**config.mk**
```make
export PLATFORM = sky130hd
export DESIGN_NAME = bresenham_line_stepper_unit_flat
export DESIGN_NICKNAME = d
export VERILOG_FILES = /design/src/rtl/core/bls_pkg.sv /design/src/rtl/core/bls_seg_if.sv /design/src/rtl/core/bls_pix_if.sv /design/src/rtl/core/bls_front.sv /design/src/rtl/core/bls_queue.sv /design/src/rtl/core/bls_back.sv /design/src/rtl/core/bresenham_line_stepper_unit.sv /design/src/flat_wrapper.sv
export SDC_FILE = /design/constraint.sdc
export NUM_CORES = 1
export LEC_CHECK = 0
export BUFFER_PORTS_ARGS = -buffer_cell sky130_fd_sc_hd__buf_2
export CELL_PAD_IN_SITES_DETAIL_PLACEMENT = 1
export CELL_PAD_IN_SITES_GLOBAL_PLACEMENT = 1
export CORE_UTILIZATION = 46
export CTS_CLUSTER_DIAMETER = 40
export DETAILED_ROUTE_END_ITERATION = 12
export PLACE_DENSITY_LB_ADDON = 0.1
export SETUP_SLACK_MARGIN = 0.4
export SYNTH_ARGS = -nofsm -noshare
export SYNTH_HDL_FRONTEND = slang
export SYNTH_HIERARCHICAL = 1
export SYNTH_SLANG_ARGS = --single-unit
```
**constraint.sdc**
```tcl
create_clock -name clk -period 3.7 [get_ports clk]
set_input_delay 0.37 -clock clk [delete_from_list [all_inputs] [get_ports clk]]
set_output_delay 0.37 -clock clk [all_outputs]
set_load 0.03 [all_outputs]
```
**src/rtl/core/bls_pkg.sv**
```systemverilog
`timescale 1ns / 1ps

package bls_pkg;

    // Direction and axis flags of one classified segment.
    typedef struct packed {
        logic x_up;
        logic y_up;
        logic x_major;
    } seg_dir_t;

    // Status of the segment queue as seen by its producer and consumer.
    typedef struct packed {
        logic full;
        logic empty;
    } bls_q_status_t;

    typedef enum logic {
        ST_IDLE,
        ST_RUN
    } bls_state_t;

    localparam int QUEUE_DEPTH = 2;

endpackage

```
**src/rtl/core/bls_seg_if.sv**
```systemverilog
`timescale 1ns / 1ps

interface bls_seg_if #(
    parameter int COORD_BITS = 6
);
    logic                  valid;
    logic                  ready;
    logic [COORD_BITS-1:0] x_start;
    logic [COORD_BITS-1:0] y_start;
    logic [COORD_BITS-1:0] x_end;
    logic [COORD_BITS-1:0] y_end;

    modport source (
        output valid,
        output x_start,
        output y_start,
        output x_end,
        output y_end,
        input  ready
    );

    modport sink (
        input  valid,
        input  x_start,
        input  y_start,
        input  x_end,
        input  y_end,
        output ready
    );
endinterface

```
**src/rtl/core/bls_pix_if.sv**
```systemverilog
`timescale 1ns / 1ps

interface bls_pix_if #(
    parameter int COORD_BITS = 6
);
    logic                  valid;
    logic                  ready;
    logic [COORD_BITS-1:0] pixel_x;
    logic [COORD_BITS-1:0] pixel_y;
    logic                  last;

    modport source (
        output valid,
        output pixel_x,
        output pixel_y,
        output last,
        input  ready
    );

    modport sink (
        input  valid,
        input  pixel_x,
        input  pixel_y,
        input  last,
        output ready
    );
endinterface

```
**src/rtl/core/bls_front.sv**
```systemverilog
`timescale 1ns / 1ps

module bls_front import bls_pkg::*; #(
    parameter int COORD_BITS = 6,
    parameter int DESC_W     = $bits(seg_dir_t) + 4 * COORD_BITS
) (
    bls_seg_if.sink               seg,
    input  bls_q_status_t         q_status,
    output logic                  push,
    output logic [DESC_W-1:0]     push_data
);

    seg_dir_t              dir;
    logic [COORD_BITS-1:0] dx;
    logic [COORD_BITS-1:0] dy;
    logic [COORD_BITS-1:0] major;
    logic [COORD_BITS-1:0] minor;
    logic                  empty_seg;

    always_comb
    begin
        dir.x_up    = (seg.x_end >= seg.x_start);
        dir.y_up    = (seg.y_end >= seg.y_start);
        dx          = dir.x_up ? (seg.x_end - seg.x_start) : (seg.x_start - seg.x_end);
        dy          = dir.y_up ? (seg.y_end - seg.y_start) : (seg.y_start - seg.y_end);
        dir.x_major = (dx >= dy);
        major       = dir.x_major ? dx : dy;
        minor       = dir.x_major ? dy : dx;
        empty_seg   = (dx == '0) && (dy == '0);
    end

    // A segment with identical endpoints is taken and dropped here.
    assign seg.ready = !q_status.full;
    assign push      = seg.valid && !q_status.full && !empty_seg;
    assign push_data = {dir, seg.x_start, seg.y_start, major, minor};

endmodule

```
**src/rtl/core/bls_queue.sv**
```systemverilog
`timescale 1ns / 1ps

module bls_queue import bls_pkg::*; #(
    parameter int DATA_W = 27,
    parameter int DEPTH  = 2
) (
    input  logic              clk,
    input  logic              rst_n,
    input  logic              push,
    input  logic [DATA_W-1:0] push_data,
    input  logic              pop,
    output logic [DATA_W-1:0] pop_data,
    output bls_q_status_t     status
);

    localparam int PTR_W = (DEPTH > 1) ? $clog2(DEPTH) : 1;
    localparam int CNT_W = $clog2(DEPTH + 1);

    logic [DATA_W-1:0] mem_reg [DEPTH];
    logic [PTR_W-1:0]  wr_ptr_reg;
    logic [PTR_W-1:0]  wr_ptr_next;
    logic [PTR_W-1:0]  rd_ptr_reg;
    logic [PTR_W-1:0]  rd_ptr_next;
    logic [CNT_W-1:0]  count_reg;
    logic [CNT_W-1:0]  count_next;

    always_comb
    begin
        wr_ptr_next = wr_ptr_reg;
        rd_ptr_next = rd_ptr_reg;
        count_next  = count_reg;
        if (push)
        begin
            wr_ptr_next = (wr_ptr_reg == PTR_W'(DEPTH - 1)) ? '0 : wr_ptr_reg + PTR_W'(1);
        end
        if (pop)
        begin
            rd_ptr_next = (rd_ptr_reg == PTR_W'(DEPTH - 1)) ? '0 : rd_ptr_reg + PTR_W'(1);
        end
        if (push && !pop)
        begin
            count_next = count_reg + CNT_W'(1);
        end
        else if (pop && !push)
        begin
            count_next = count_reg - CNT_W'(1);
        end
    end

    always_ff @(posedge clk or negedge rst_n)
    begin
        if (!rst_n)
        begin
            wr_ptr_reg <= '0;
            rd_ptr_reg <= '0;
            count_reg  <= '0;
        end
        else
        begin
            wr_ptr_reg <= wr_ptr_next;
            rd_ptr_reg <= rd_ptr_next;
            count_reg  <= count_next;
        end
    end

    always_ff @(posedge clk)
    begin
        if (push)
        begin
            mem_reg[wr_ptr_reg] <= push_data;
        end
    end

    assign pop_data     = mem_reg[rd_ptr_reg];
    assign status.full  = (count_reg == CNT_W'(DEPTH));
    assign status.empty = (count_reg == '0);

endmodule

```
**src/rtl/core/bls_back.sv**
```systemverilog
`timescale 1ns / 1ps

module bls_back import bls_pkg::*; #(
    parameter int COORD_BITS = 6,
    parameter int DESC_W     = $bits(seg_dir_t) + 4 * COORD_BITS
) (
    input  logic              clk,
    input  logic              rst_n,
    input  bls_q_status_t     q_status,
    output logic              pop,
    input  logic [DESC_W-1:0] pop_data,
    bls_pix_if.source         pix
);

    localparam int CB = COORD_BITS;

    bls_state_t    state_reg;
    bls_state_t    state_next;

    seg_dir_t      dir_in;
    logic [CB-1:0] x_in;
    logic [CB-1:0] y_in;
    logic [CB-1:0] major_in;
    logic [CB-1:0] minor_in;

    seg_dir_t      dir_reg;
    seg_dir_t      dir_next;
    logic [CB-1:0] x_reg;
    logic [CB-1:0] x_next;
    logic [CB-1:0] y_reg;
    logic [CB-1:0] y_next;
    logic [CB-1:0] major_reg;
    logic [CB-1:0] major_next;
    logic [CB-1:0] minor_reg;
    logic [CB-1:0] minor_next;
    logic [CB:0]   acc_reg;
    logic [CB:0]   acc_next;
    logic [CB-1:0] remain_reg;
    logic [CB-1:0] remain_next;

    logic          out_valid_reg;
    logic          out_valid_next;
    logic [CB-1:0] out_x_reg;
    logic [CB-1:0] out_x_next;
    logic [CB-1:0] out_y_reg;
    logic [CB-1:0] out_y_next;
    logic          out_last_reg;
    logic          out_last_next;

    logic          adv;
    logic          step;
    logic          last_step;
    logic [CB:0]   acc_sum;
    logic          minor_move;

    assign {dir_in, x_in, y_in, major_in, minor_in} = pop_data;

    assign adv       = !out_valid_reg || pix.ready;
    assign step      = (state_reg == ST_RUN) && adv;
    assign last_step = (remain_reg == CB'(1));
    assign pop       = (state_reg == ST_IDLE) && !q_status.empty;

    always_comb
    begin
        state_next = state_reg;
        case (state_reg)
            ST_IDLE:
            begin
                if (!q_status.empty)
                begin
                    state_next = ST_RUN;
                end
            end
            ST_RUN:
            begin
                if (adv && last_step)
                begin
                    state_next = ST_IDLE;
                end
            end
            default:
            begin
                state_next = ST_IDLE;
            end
        endcase
    end

    always_comb
    begin
        acc_sum    = acc_reg + {1'b0, minor_reg};
        minor_move = (acc_sum >= {1'b0, major_reg});

        dir_next       = dir_reg;
        x_next         = x_reg;
        y_next         = y_reg;
        major_next     = major_reg;
        minor_next     = minor_reg;
        acc_next       = acc_reg;
        remain_next    = remain_reg;
        out_valid_next = out_valid_reg && !pix.ready;
        out_x_next     = out_x_reg;
        out_y_next     = out_y_reg;
        out_last_next  = out_last_reg;

        if (pop)
        begin
            dir_next    = dir_in;
            x_next      = x_in;
            y_next      = y_in;
            major_next  = major_in;
            minor_next  = minor_in;
            acc_next    = {2'b00, major_in[CB-1:1]};
            remain_next = major_in;
        end
        else if (step)
        begin
            acc_next = minor_move ? (acc_sum - {1'b0, major_reg}) : acc_sum;
            if (dir_reg.x_major || minor_move)
            begin
                x_next = dir_reg.x_up ? (x_reg + CB'(1)) : (x_reg - CB'(1));
            end
            if (!dir_reg.x_major || minor_move)
            begin
                y_next = dir_reg.y_up ? (y_reg + CB'(1)) : (y_reg - CB'(1));
            end
            remain_next    = remain_reg - CB'(1);
            out_valid_next = 1'b1;
            out_x_next     = x_next;
            out_y_next     = y_next;
            out_last_next  = last_step;
        end
    end

    always_ff @(posedge clk or negedge rst_n)
    begin
        if (!rst_n)
        begin
            state_reg     <= ST_IDLE;
            out_valid_reg <= 1'b0;
        end
        else
        begin
            state_reg     <= state_next;
            out_valid_reg <= out_valid_next;
        end
    end

    always_ff @(posedge clk)
    begin
        dir_reg      <= dir_next;
        x_reg        <= x_next;
        y_reg        <= y_next;
        major_reg    <= major_next;
        minor_reg    <= minor_next;
        acc_reg      <= acc_next;
        remain_reg   <= remain_next;
        out_x_reg    <= out_x_next;
        out_y_reg    <= out_y_next;
        out_last_reg <= out_last_next;
    end

    assign pix.valid   = out_valid_reg;
    assign pix.pixel_x = out_x_reg;
    assign pix.pixel_y = out_y_reg;
    assign pix.last    = out_last_reg;

`ifndef NO_ASSERTIONS
    a_run_has_work: assert property (@(posedge clk) disable iff (!rst_n)
        state_reg == ST_RUN |-> remain_reg != '0)
        else $error("Stepper is running with no pixels left.");

    a_acc_bounded: assert property (@(posedge clk) disable iff (!rst_n)
        state_reg == ST_RUN |-> acc_reg < {1'b0, major_reg})
        else $error("Error accumulator has reached the major delta.");

    a_last_ends_line: assert property (@(posedge clk) disable iff (!rst_n)
        step && last_step |=> state_reg == ST_IDLE && out_valid_reg && out_last_reg)
        else $error("Final pixel did not close the line.");
`endif

endmodule

```
**src/rtl/core/bresenham_line_stepper_unit.sv**
```systemverilog
`timescale 1ns / 1ps

// Draws one line segment per input beat and emits, one beat per pixel, every pixel after the
// start point up to and including the end point, with last set on the final pixel; a segment
// whose endpoints coincide is taken and gives no pixels. A front stage classifies each segment
// (deltas, step directions, major axis) and places it in a two-entry queue, so up to two more
// segments are taken while a line is being drawn. The back stage steps the error accumulator
// once per cycle while its output register is not stalled, emitting one pixel per step; it loads
// each segment from the queue in its idle state and takes the next only after the last pixel.
// Pixels leave through an output register, and a stall there holds the stepper.

module bresenham_line_stepper_unit import bls_pkg::*; #(
    parameter int COORD_BITS = 6
) (
    input  logic      clk,
    input  logic      rst_n,
    bls_seg_if.sink   seg,
    bls_pix_if.source pix
);

    localparam int DESC_W = $bits(seg_dir_t) + 4 * COORD_BITS;

    bls_q_status_t     q_status;
    logic              push;
    logic [DESC_W-1:0] push_data;
    logic              pop;
    logic [DESC_W-1:0] pop_data;

    bls_front #(
        .COORD_BITS (COORD_BITS),
        .DESC_W     (DESC_W)
    ) u_front (
        .seg       (seg),
        .q_status  (q_status),
        .push      (push),
        .push_data (push_data)
    );

    bls_queue #(
        .DATA_W (DESC_W),
        .DEPTH  (QUEUE_DEPTH)
    ) u_queue (
        .clk       (clk),
        .rst_n     (rst_n),
        .push      (push),
        .push_data (push_data),
        .pop       (pop),
        .pop_data  (pop_data),
        .status    (q_status)
    );

    bls_back #(
        .COORD_BITS (COORD_BITS),
        .DESC_W     (DESC_W)
    ) u_back (
        .clk      (clk),
        .rst_n    (rst_n),
        .q_status (q_status),
        .pop      (pop),
        .pop_data (pop_data),
        .pix      (pix)
    );

endmodule
```
**src/flat_wrapper.sv**
```systemverilog
// flat-port wrapper written by rule: the top's interface ports become plain ports
module bresenham_line_stepper_unit_flat import bls_pkg::*;
#(
    parameter int COORD_BITS = 6
)
  (clk, rst_n, seg_valid, seg_x_start, seg_y_start, seg_x_end, seg_y_end, seg_ready, pix_valid, pix_pixel_x, pix_pixel_y, pix_last, pix_ready);
  bls_seg_if #(.COORD_BITS(COORD_BITS)) seg_i ();
  bls_pix_if #(.COORD_BITS(COORD_BITS)) pix_i ();
  input  logic clk;
  input  logic rst_n;
  input wire logic [$bits(seg_i.valid)-1:0] seg_valid;
  input wire logic [$bits(seg_i.x_start)-1:0] seg_x_start;
  input wire logic [$bits(seg_i.y_start)-1:0] seg_y_start;
  input wire logic [$bits(seg_i.x_end)-1:0] seg_x_end;
  input wire logic [$bits(seg_i.y_end)-1:0] seg_y_end;
  output wire logic [$bits(seg_i.ready)-1:0] seg_ready;
  output wire logic [$bits(pix_i.valid)-1:0] pix_valid;
  output wire logic [$bits(pix_i.pixel_x)-1:0] pix_pixel_x;
  output wire logic [$bits(pix_i.pixel_y)-1:0] pix_pixel_y;
  output wire logic [$bits(pix_i.last)-1:0] pix_last;
  input wire logic [$bits(pix_i.ready)-1:0] pix_ready;
  assign seg_i.valid = seg_valid;
  assign seg_i.x_start = seg_x_start;
  assign seg_i.y_start = seg_y_start;
  assign seg_i.x_end = seg_x_end;
  assign seg_i.y_end = seg_y_end;
  assign seg_ready = seg_i.ready;
  assign pix_valid = pix_i.valid;
  assign pix_pixel_x = pix_i.pixel_x;
  assign pix_pixel_y = pix_i.pixel_y;
  assign pix_last = pix_i.last;
  assign pix_i.ready = pix_ready;
  bresenham_line_stepper_unit #(.COORD_BITS(COORD_BITS)) u_core (.clk(clk), .rst_n(rst_n), .seg(seg_i), .pix(pix_i));
endmodule
```
==> metrics.md, run 1 <==
| Metric | Value |
|---|---|
| Initial antenna violation count | `0` |
| Die Ht | `124 microns` |
| Inserted Clock Buffers | `17` |
| Cell Chain, Critical Path | `ha_4, inv_2, fa_2, inv_4, ha_4, nor2b_4, o31a_1, o311a_4, nor4_4, buf_6, mux2_2, mux2_2` |
| CP Capture Type | `register` |
| First-pass GRT wire length | `24300 microns` |
| Syn Area/Cell | `12.7 sq um` |
| Reg clk slew, reported paths | `0.05 ns` |
| # fillers | `1434` |
| Synth-to-layout area growth | `26.9%` |
| Clock share of power | `18.9%` |
| Post-Synth Adder-Cell Area | `11.7%` |
| PwrDens | `1030 mW/mm^2` |
| N_diodes | `0` |
| Fraction of registers with async set/reset | `5.31%` |
| Simple-Gate Fraction of Synth Area | `6.40%` |
| Commonest cells in the netlist | `edfxtp_1 (105), inv_1 (56), ha_1 (51), a21oi_1 (31), mux2_2 (30)` |
| Status | `finished clean` |
| Skew-Pair Late Insertion Delay | `0.41 ns` |
| Post-DP HPWL | `11100 microns` |
| Number of flip-flops under the largest register name | `54` |
| Post-Syn Nets | `622` |
| Fin. Hold Viols | `0` |
| Worst-path maximum fanout | `6` |
| Pre-antenna DRT Iters | `4` |
| Final Cell Area | `0.00865 sq mm` |
| # setup viols final | `0` |
| Share of cells above drive strength 1 | `38.2%` |
| Post-synthesis register bit count | `113` |
| Largest net degree at the start of global routing | `29` |
| DRC Markers | `0` |
| CTS H-Tree Depth | `4` |
| Synth area leaders | `edfxtp_1 (46%), ha_1 (9.4%), mux2_2 (5.0%)` |
| P_leak | `3.57 nW` |
| Setup ws final | `0.226 ns` |
| Layout Nets | `715` |
| Switching Share | `35.8%` |
| Post-route ant nets | `0` |
| Mapped cell area | `0.00682 sq mm` |
| PortBufs | `42` |
| FF/Latch Area | `0.00334 sq mm` |
| Slew headroom | `52.0%` |
| Fmax | `288 MHz` |
| Worst Setup Start Kind | `register` |
| Post-synthesis compound-gate area fraction | `10.3%` |
| Crit Path Class | `reg -> reg` |
| Initial Util | `47.1%` |
| GR Util All Layers | `21.6%` |
| Data arrival, critical path | `3.63 ns` |
| Maximum buffer depth of the clock tree | `2` |
| Initial drt markers | `263` |
| Fin Clk Skew | `0.00728 ns` |
| Syn. warnings | `6` |
| Vias | `4447` |
| Minimum clock period | `3.47 ns` |
| Synth Area in XOR/XNOR | `4.62%` |
| Vias in the first global route | `4609` |
| WL final | `16100 microns` |
| Synth cell types | `59` |
| Reg2Reg Setup Slack | `0.23 ns` |
| Vias/cell | `5.39` |
| Placer Congestion | `0.853` |
| Post-synth top area share | `46.2%` |
| Reg power frac | `27.1%` |
| Top-count cell post-synth | `edfxtp_1` |
| Setup Total Neg Slack | `0 ns` |
| Num ports | `43` |
| Worst Hold Class | `in -> reg` |
| DP Area | `0.00741 sq mm` |
| Core Rows | `44` |
| Main synth FF type | `edfxtp_1` |
| CTS tree | `built` |
| Peak supply drop | `429 uV` |
| Comb power frac | `54.0%` |
| Area of the multi-input gates | `0.00356 sq mm` |
| Place WS | `-0.104 ns` |
| Delay-heaviest family, CP | `adder cells` |
| Mux cell area share after synthesis | `12.2%` |
| Routed len/inst | `19.6 microns` |
| Die area | `0.0153 sq mm` |
| Largest stage delay, worst path | `0.44 ns` |
| EDFF count, synth | `105` |
| Internal | `0.00571 W` |
| CTS Root Cell | `clkbuf_16` |
| Post-Synthesis Cells | `535` |
| Largest area contributor in the netlist | `edfxtp_1` |
| Max_cap viols | `0` |
| Core Box Area | `0.0145 sq mm` |
| Worst Tran Pin Value | `0.719 ns` |
| CTS sink cnt | `113` |
| Largest family of logic cells by synthesized area | `multiplexers` |
| Net Sw Power | `0.00318 W` |
| Critical path buffers and inverters | `3` |
| Critical path data required time | `3.86 ns` |
| Tcrit/Tclk final | `93.9%` |
| Die W | `124 microns` |
| RSZ-0062 raised after global routing | `yes` |
| Final Max Slew Viols | `0` |
| Critical path's slowest cell | `fa_2` |
| Seq/Total Area, Yosys | `49.0%` |
| Remaining global-route overflow | `0` |
[metal layers]
| metal | up-vias | global-route usage (%) | wire (microns) |
|---|---|---|---|
| met5 | - | 0 | 0 |
| met4 | 0 | 6.33 | 167 |
| met3 | 14 | 4.53 | 458 |
| met2 | 76 | 37.5 | 8480 |
| met1 | 2240 | 26.9 | 7040 |
| li1 | 2117 | - | - |
[worst reg2reg max path, delay by kind of cell (launching register included)]
| kind | cells | cell delay, ns |
|---|---|---|
| DFF | 1 | 0.43 |
| and+or+nand+nor | 2 | 0.32 |
| muxes | 2 | 0.62 |
| adders and majority gates | 3 | 0.84 |
| buffers and inverters | 3 | 0.33 |
| AOI/OAI and AO/OA | 2 | 0.67 |
[final timing paths]
path                                             from                            end  depth (start not counted)
hold / removal                         seg_y_start[5]  u_core/u_queue/mem_reg[0][17]                          1
setup reg to reg           u_core/u_back/minor_reg[0]         u_core/u_back/y_reg[2]                         12
max in group asynchronous                       rst_n        u_core/u_back/state_reg                          2
min in group asynchronous                       rst_n    u_core/u_queue/count_reg[1]                          2
hold reg to reg              u_core/u_back/acc_reg[5]       u_core/u_back/acc_reg[5]                          2
setup / recovery           u_core/u_back/minor_reg[0]         u_core/u_back/y_reg[2]                         12
[metrics by stage]
step	std cells	total power, W	hold WS [ns]	utilization, %
after global routing	825	0.00938	0.164	59.8
after floorplan	535	0.00531	0.0744	-
after CTS	808	0.00837	0.159	56.8
after detailed placement	766	0.00627	0.223	51.2
final	825	0.00889	0.176	59.8
after global placement	766	0.00606	0.219	51.2
[kinds of logic (layout without fill, tap and decap cells)]
family | after synthesis | after routing
mux | 70 | 70
flops | 113 | 113
fa+ha+maj | 59 | 59
simple gates | 76 | 76
xor+xnor | 36 | 36
buf+inv | 79 | 185
compound gates | 102 | 102
[placed cells by master, fill, tap and decap left out, types with 18 or more instances in the layout]
master     Yosys  routed
buf_4         14      46
mux2_4        19      29
a21oi_1       31      27
clkbuf_16      0      18
edfxtp_1     105     105
o21ai_0       23      18
ha_1          51      39
mux2_2        30      20
inv_1         56      50
buf_2          3      39
[power groups by stage]
stage | Sequential [W] | Clock [W] | Combinational (W)
floorplan | 0.00248 | 0 | 0.00283
global placement | 0.00236 | 0 | 0.00370
detailed placement | 0.00240 | 0 | 0.00387
CTS | 0.00240 | 0.00170 | 0.00428
global route | 0.00245 | 0.00175 | 0.00518
finish | 0.00241 | 0.00168 | 0.00481
[timing repair]
action | CTS | global route
cloned | 0 | 1
endpoints found under the hold margin | 6 | 0
setup endpoints to repair | 49 | 77
hold buffers | 1 | 0
gates resized for setup | 25 | 57
buffers inserted | 9 | 16
pin swaps | 7 | 17
[cell type report]
| type | instances | area share (%) |
|---|---|---|
| inverters | 56 | 2.46 |
| flip-flops and latches | 113 | 38.6 |
| multi-input cells | 343 | 41.2 |
| well taps | 184 | 2.66 |
| clock buffers | 21 | 5.44 |
| clock inverters | 11 | 1.58 |
| repair buffers | 97 | 8.07 |
No activity file was read; power rests on OpenSTA's default activity.
==> inputs of run 2 (changes only) <==
Settings changed: GPL_TIMING_DRIVEN from default to 0.
==> run 2 against run 1 <==
Clock power decreased by 11%. Flip-flop and latch count is the same. Power grew 3.9%. Sequential power barely moved. Critical path depth is the same. Final cell count rose by 2.9%. Critical path type unchanged.
==> metrics.md, run 2 (synthesis results as in run 1) <==
| Metric | Value |
|---|---|
| Status | `finished clean` |
| Data arrival, critical path | `3.73 ns` |
| Vias in the first global route | `4603` |
| Most frequent cells in the layout | `edfxtp_1 (105), buf_4 (53), inv_1 (51)` |
| Setup Total Neg Slack | `0 ns` |
| Core Box Area | `0.0145 sq mm` |
| PwrDens | `1040 mW/mm^2` |
| Peak supply drop | `407 uV` |
| Worst Hold Class | `in -> reg` |
| Die Ht | `124 microns` |
| GR Util All Layers | `21.2%` |
| Maximum buffer depth of the clock tree | `2` |
| Initial drt markers | `214` |
| Critical path buffers and inverters | `2` |
| Number of flip-flops under the largest register name | `54` |
| CP Capture Type | `register` |
| Crit Path Class | `reg -> reg` |
| FF/Latch Area | `0.00334 sq mm` |
| Delay-heaviest family, CP | `adder cells` |
| Final Power | `0.00924 W` |
| Largest stage delay, worst path | `0.40 ns` |
| PortBufs | `42` |
| CTS tree | `built` |
| CTS sink cnt | `113` |
| Remaining global-route overflow | `0` |
| DRC Markers | `0` |
| Post-route ant nets | `0` |
| Die W | `124 microns` |
| R2r startpoint | `u_core/u_back/minor_reg[0]` |
| Worst-path maximum fanout | `6` |
| Fmax | `280 MHz` |
| Layout Nets | `739` |
| Worst Tran Pin Value | `1.09 ns` |
| Hold Crit Start | `seg_y_start[5]` |
| Skew-Pair Late Insertion Delay | `0.41 ns` |
| Initial Util | `47.1%` |
| Post-DP HPWL | `10400 microns` |
| Share of cells above drive strength 1 | `40.6%` |
| Critical Path Source | `u_core/u_back/minor_reg[0]` |
| Synth-to-layout area growth | `29.9%` |
| CTS Root Cell | `clkbuf_16` |
| Fin. Hold Viols | `0` |
| Fin Clk Skew | `0.00817 ns` |
| Num ports | `43` |
| # fillers | `1430` |
| RSZ-0062 raised after global routing | `yes` |
| Minimum clock period | `3.58 ns` |
| Area of the multi-input gates | `0.00359 sq mm` |
| Largest net degree at the start of global routing | `28` |
| Final Max Slew Viols | `0` |
| # setup viols final | `0` |
| Cell Chain, Critical Path | `ha_4, inv_2, fa_2, xnor2_2, ha_1, o21a_1, o31a_1, o311a_4, nor4_4, buf_12, mux2_4, mux2_4` |
| Routed len/inst | `19.4 microns` |
| Inserted Clock Buffers | `17` |
| Placer Congestion | `0.839` |
| Tcrit/Tclk final | `96.6%` |
| WL final | `16500 microns` |
| Core Rows | `44` |
| Pre-antenna DRT Iters | `4` |
| CTS H-Tree Depth | `4` |
| Max_cap viols | `0` |
| Commonest non-fill, non-tap cell in the layout | `edfxtp_1` |
| N_diodes | `0` |
| P_leak | `3.71 nW` |
| Worst Setup Start Kind | `register` |
| Critical path's slowest cell | `edfxtp_1` |
| Die area | `0.0153 sq mm` |
| Initial antenna violation count | `0` |
| Reg clk slew, reported paths | `0.06 ns` |
| First-pass GRT wire length | `23800 microns` |
| Critical path data required time | `3.86 ns` |
| CP dominant cell by count | `mux2_4` |
| Vias | `4556` |
| Slew headroom | `26.9%` |
| Vias/cell | `5.37` |
-- run 2: routing by layer --
| layer | part of all wire, % | global-route usage, % |
|---|---|---|
| met5 | 0 | 0 |
| met4 | 2.6 | 9.11 |
| met3 | 2.4 | 3.80 |
| met2 | 54 | 37.6 |
| met1 | 42 | 25.1 |
-- run 2: worst paths after layout --
kind,endpoint,slack (ns),cells past startpoint
max in group asynchronous,u_core/u_back/pix.valid,3.20,2
min reg2reg,u_core/u_queue/count_reg[1],0.50,1
min,u_core/u_queue/mem_reg[1][17],0.25,2
min in group asynchronous,u_core/u_back/state_reg,0.35,2
max reg2reg,u_core/u_back/y_reg[2],0.12,12
max,u_core/u_back/y_reg[2],0.12,12
-- run 2: repair_timing --
action / 4_1_cts / 5_1_grt
gates resized for setup: 36 / 70
pin swaps: 17 / 23
hold endpoints to repair: 6 / 0
hold buffers: 1 / 0
buffers inserted: 27 / 26
gates cloned: 1 / 1
setup endpoints to repair: 104 / 69
-- run 2: report_power, final --
part | internal (W) | total, W | switching, W
clock | 0.000916 | 0.00150 | 0.000583
sequential | 0.00217 | 0.00240 | 0.000235
combinational | 0.00279 | 0.00534 | 0.00254
total | 0.00588 | 0.00924 | 0.00336
-- run 2: stage by stage --
stage,util (%),hold WS (ns),setup slack [ns],cells,cell area (sq um)
after floorplan,-,0.0744,0.299,535,6930
after global placement,50.9,0.210,-0.104,761,7370
after detailed placement,50.9,0.214,-0.229,761,7370
after CTS,57.5,0.233,0.207,822,8330
after global routing,61.2,0.235,0.0631,849,8860
final,61.2,0.253,0.125,849,8860
-- run 2: cell type report --
cell class / instances / area share (%)
tap: 184 / 2.60
buffer: 23 / 2.46
timing repair buffer: 97 / 8.04
multi-input combinational: 344 / 40.6
clock inverter: 14 / 1.33
sequential: 113 / 37.7
clock buffer: 18 / 4.85
inverter: 56 / 2.40
==> inputs of run 3 (changes only) <==
Settings changed: CORE_MARGIN from default to 2.
==> run 3 against run 2 <==
Non-clock buffer count rose by 17. Utilization rose by 2.2 points. Worst setup slack improved by 0.092 ns.
==> metrics.md, run 3 (synthesis results as in run 1) <==
| Metric | Value |
|---|---|
| Status | `finished clean` |
| Maximum buffer depth of the clock tree | `2` |
| Die W | `126 microns` |
| # setup viols final | `0` |
| Placed Cells | `761` |
| Fin Clk Skew | `0.0151 ns` |
| CTS Root Cell | `clkbuf_16` |
| DRC Markers | `0` |
| Worst-path maximum fanout | `6` |
| Reg clk slew, reported paths | `0.05 ns` |
| Placer Congestion | `0.854` |
| CTS sink cnt | `113` |
| WHS | `0.263 ns` |
| Commonest non-fill, non-tap cell in the layout | `edfxtp_1` |
| Switching Share | `34.9%` |
| Tcrit/Tclk final | `94.2%` |
| CTS tree | `built` |
| Initial antenna violation count | `0` |
| First-pass GRT wire length | `25400 microns` |
| Net Sw Power | `0.00338 W` |
| CTS H-Tree Depth | `4` |
| Routed len/inst | `19.7 microns` |
| Post-DP HPWL | `10700 microns` |
| Largest net degree at the start of global routing | `28` |
| FF/Latch Area | `0.00334 sq mm` |
| Vias in the first global route | `4845` |
| N_diodes | `0` |
| Area of the multi-input gates | `0.00369 sq mm` |
| Core Box Area | `0.0145 sq mm` |
| Initial Util | `46.9%` |
| RSZ-0062 raised after global routing | `yes` |
| Fmax | `287 MHz` |
| Max_cap viols | `0` |
| Minimum clock period | `3.48 ns` |
| P_leak | `3.86 nW` |
| Vias/cell | `5.33` |
| Pre-antenna DRT Iters | `4` |
| Most frequent cells in the layout | `edfxtp_1 (105), buf_4 (69), inv_1 (48)` |
| Die area | `0.0158 sq mm` |
| GR Util All Layers | `20.8%` |
| Vias | `4614` |
| Initial drt markers | `197` |
| Layout Nets | `756` |
| Share of cells above drive strength 1 | `43.7%` |
| Worst Tran Pin Value | `1.06 ns` |
| PwrDens | `1050 mW/mm^2` |
| Number of flip-flops under the largest register name | `54` |
| Crit Path Class | `reg -> reg` |
| Data arrival, critical path | `3.64 ns` |
| Synth-to-layout area growth | `35.2%` |
| WL final | `17100 microns` |
| Worst Hold Class | `in -> reg` |
| Skew-Pair Late Insertion Delay | `0.42 ns` |
| Slew headroom | `29.1%` |
| Num ports | `43` |
| DP Area | `0.00737 sq mm` |
| Reg power frac | `24.8%` |
| Final Power | `0.00971 W` |
| Clock share of power | `17.9%` |
| CP Capture Type | `register` |
| PortBufs | `42` |
| Internal | `0.00633 W` |
| Setup Total Neg Slack | `0 ns` |
| Fin. Hold Viols | `0` |
| Inserted Clock Buffers | `17` |
| Peak supply drop | `409 uV` |
| # fillers | `1423` |
| Post-route ant nets | `0` |
| Comb power frac | `57.3%` |
| Critical path data required time | `3.85 ns` |
| Core Rows | `44` |
| Remaining global-route overflow | `0` |
| Final Max Slew Viols | `0` |
| Final Cell Area | `0.00922 sq mm` |
| Non-Filler Instances | `866` |
| Die Ht | `126 microns` |
| Worst Setup Start Kind | `register` |
==> run 3: layout make-up <==
type                       instances  share of cell area, %
clock buffer                      19                   4.91
tap                              184                   2.50
clock inverter                    13                   2.01
timing repair buffer             114                   9.61
inverter                          56                   2.31
multi-input combinational        344                   40.1
buffer                            23                   2.31
sequential                       113                   36.3
==> run 3: path summary, 6_finish.rpt <==
check / startpoint / to / slack [ns] / cells past startpoint
worst max-delay path: u_core/u_back/acc_reg[1] / u_core/u_back/x_reg[1] / 0.22 / 13
worst min-delay path: seg_x_start[5] / u_core/u_queue/mem_reg[1][23] / 0.26 / 2
worst max register to register: u_core/u_back/acc_reg[1] / u_core/u_back/x_reg[1] / 0.22 / 13
worst min register to register: u_core/u_queue/count_reg[1] / u_core/u_queue/count_reg[1] / 0.51 / 1
max in group asynchronous: rst_n / u_core/u_back/pix.valid / 3.23 / 2
min in group asynchronous: rst_n / u_core/u_queue/count_reg[1] / 0.31 / 2
==> run 3: timing repair <==
action / in CTS / in global routing
hold endpoints to repair: 6 / 0
endpoints found under the setup margin: 109 / 110
setup buffers: 34 / 36
hold buffers: 1 / 0
pin swaps: 22 / 30
gates resized for setup: 44 / 80
cloned: 2 / 0
==> run 3: layer usage <==
metal  wire [microns]  GRT usage (%)
met5                0              0
met3              448           4.97
met4              354           7.05
met1             7350           25.8
met2             8940           35.8
==> run 3: power by group through the flow <==
stage                     Combinational, W  Sequential [W]  Clock (W)
final                              0.00557         0.00241    0.00174
after global placement             0.00363         0.00236          0
after global routing               0.00597         0.00245    0.00182
after floorplan                    0.00283         0.00248          0
after detailed placement           0.00378         0.00240          0
after CTS                          0.00477         0.00239    0.00176
==> run 3: metrics by stage <==
stage	worst slack, ns	util, %
5_1_grt	0.131	63.4
3_5_place_dp	-0.302	50.7
4_1_cts	0.278	58.7
3_3_place_gp	-0.142	50.7
6_report	0.216	63.4
2_1_floorplan	0.299	-
==> run 3: worst max-delay path: stages, from the launching register on <==
cell and delay [ns]:
edfxtp_1 0.41, ha_1 0.35, a211oi_2 0.21, o21bai_1 0.12, a21oi_2 0.19, xnor2_2 0.10, ha_1 0.32, nand4_1 0.12
nor2_2 0.07, or3_4 0.34, nor3_4 0.24, buf_12 0.16, mux2_4 0.31, mux2_2 0.27
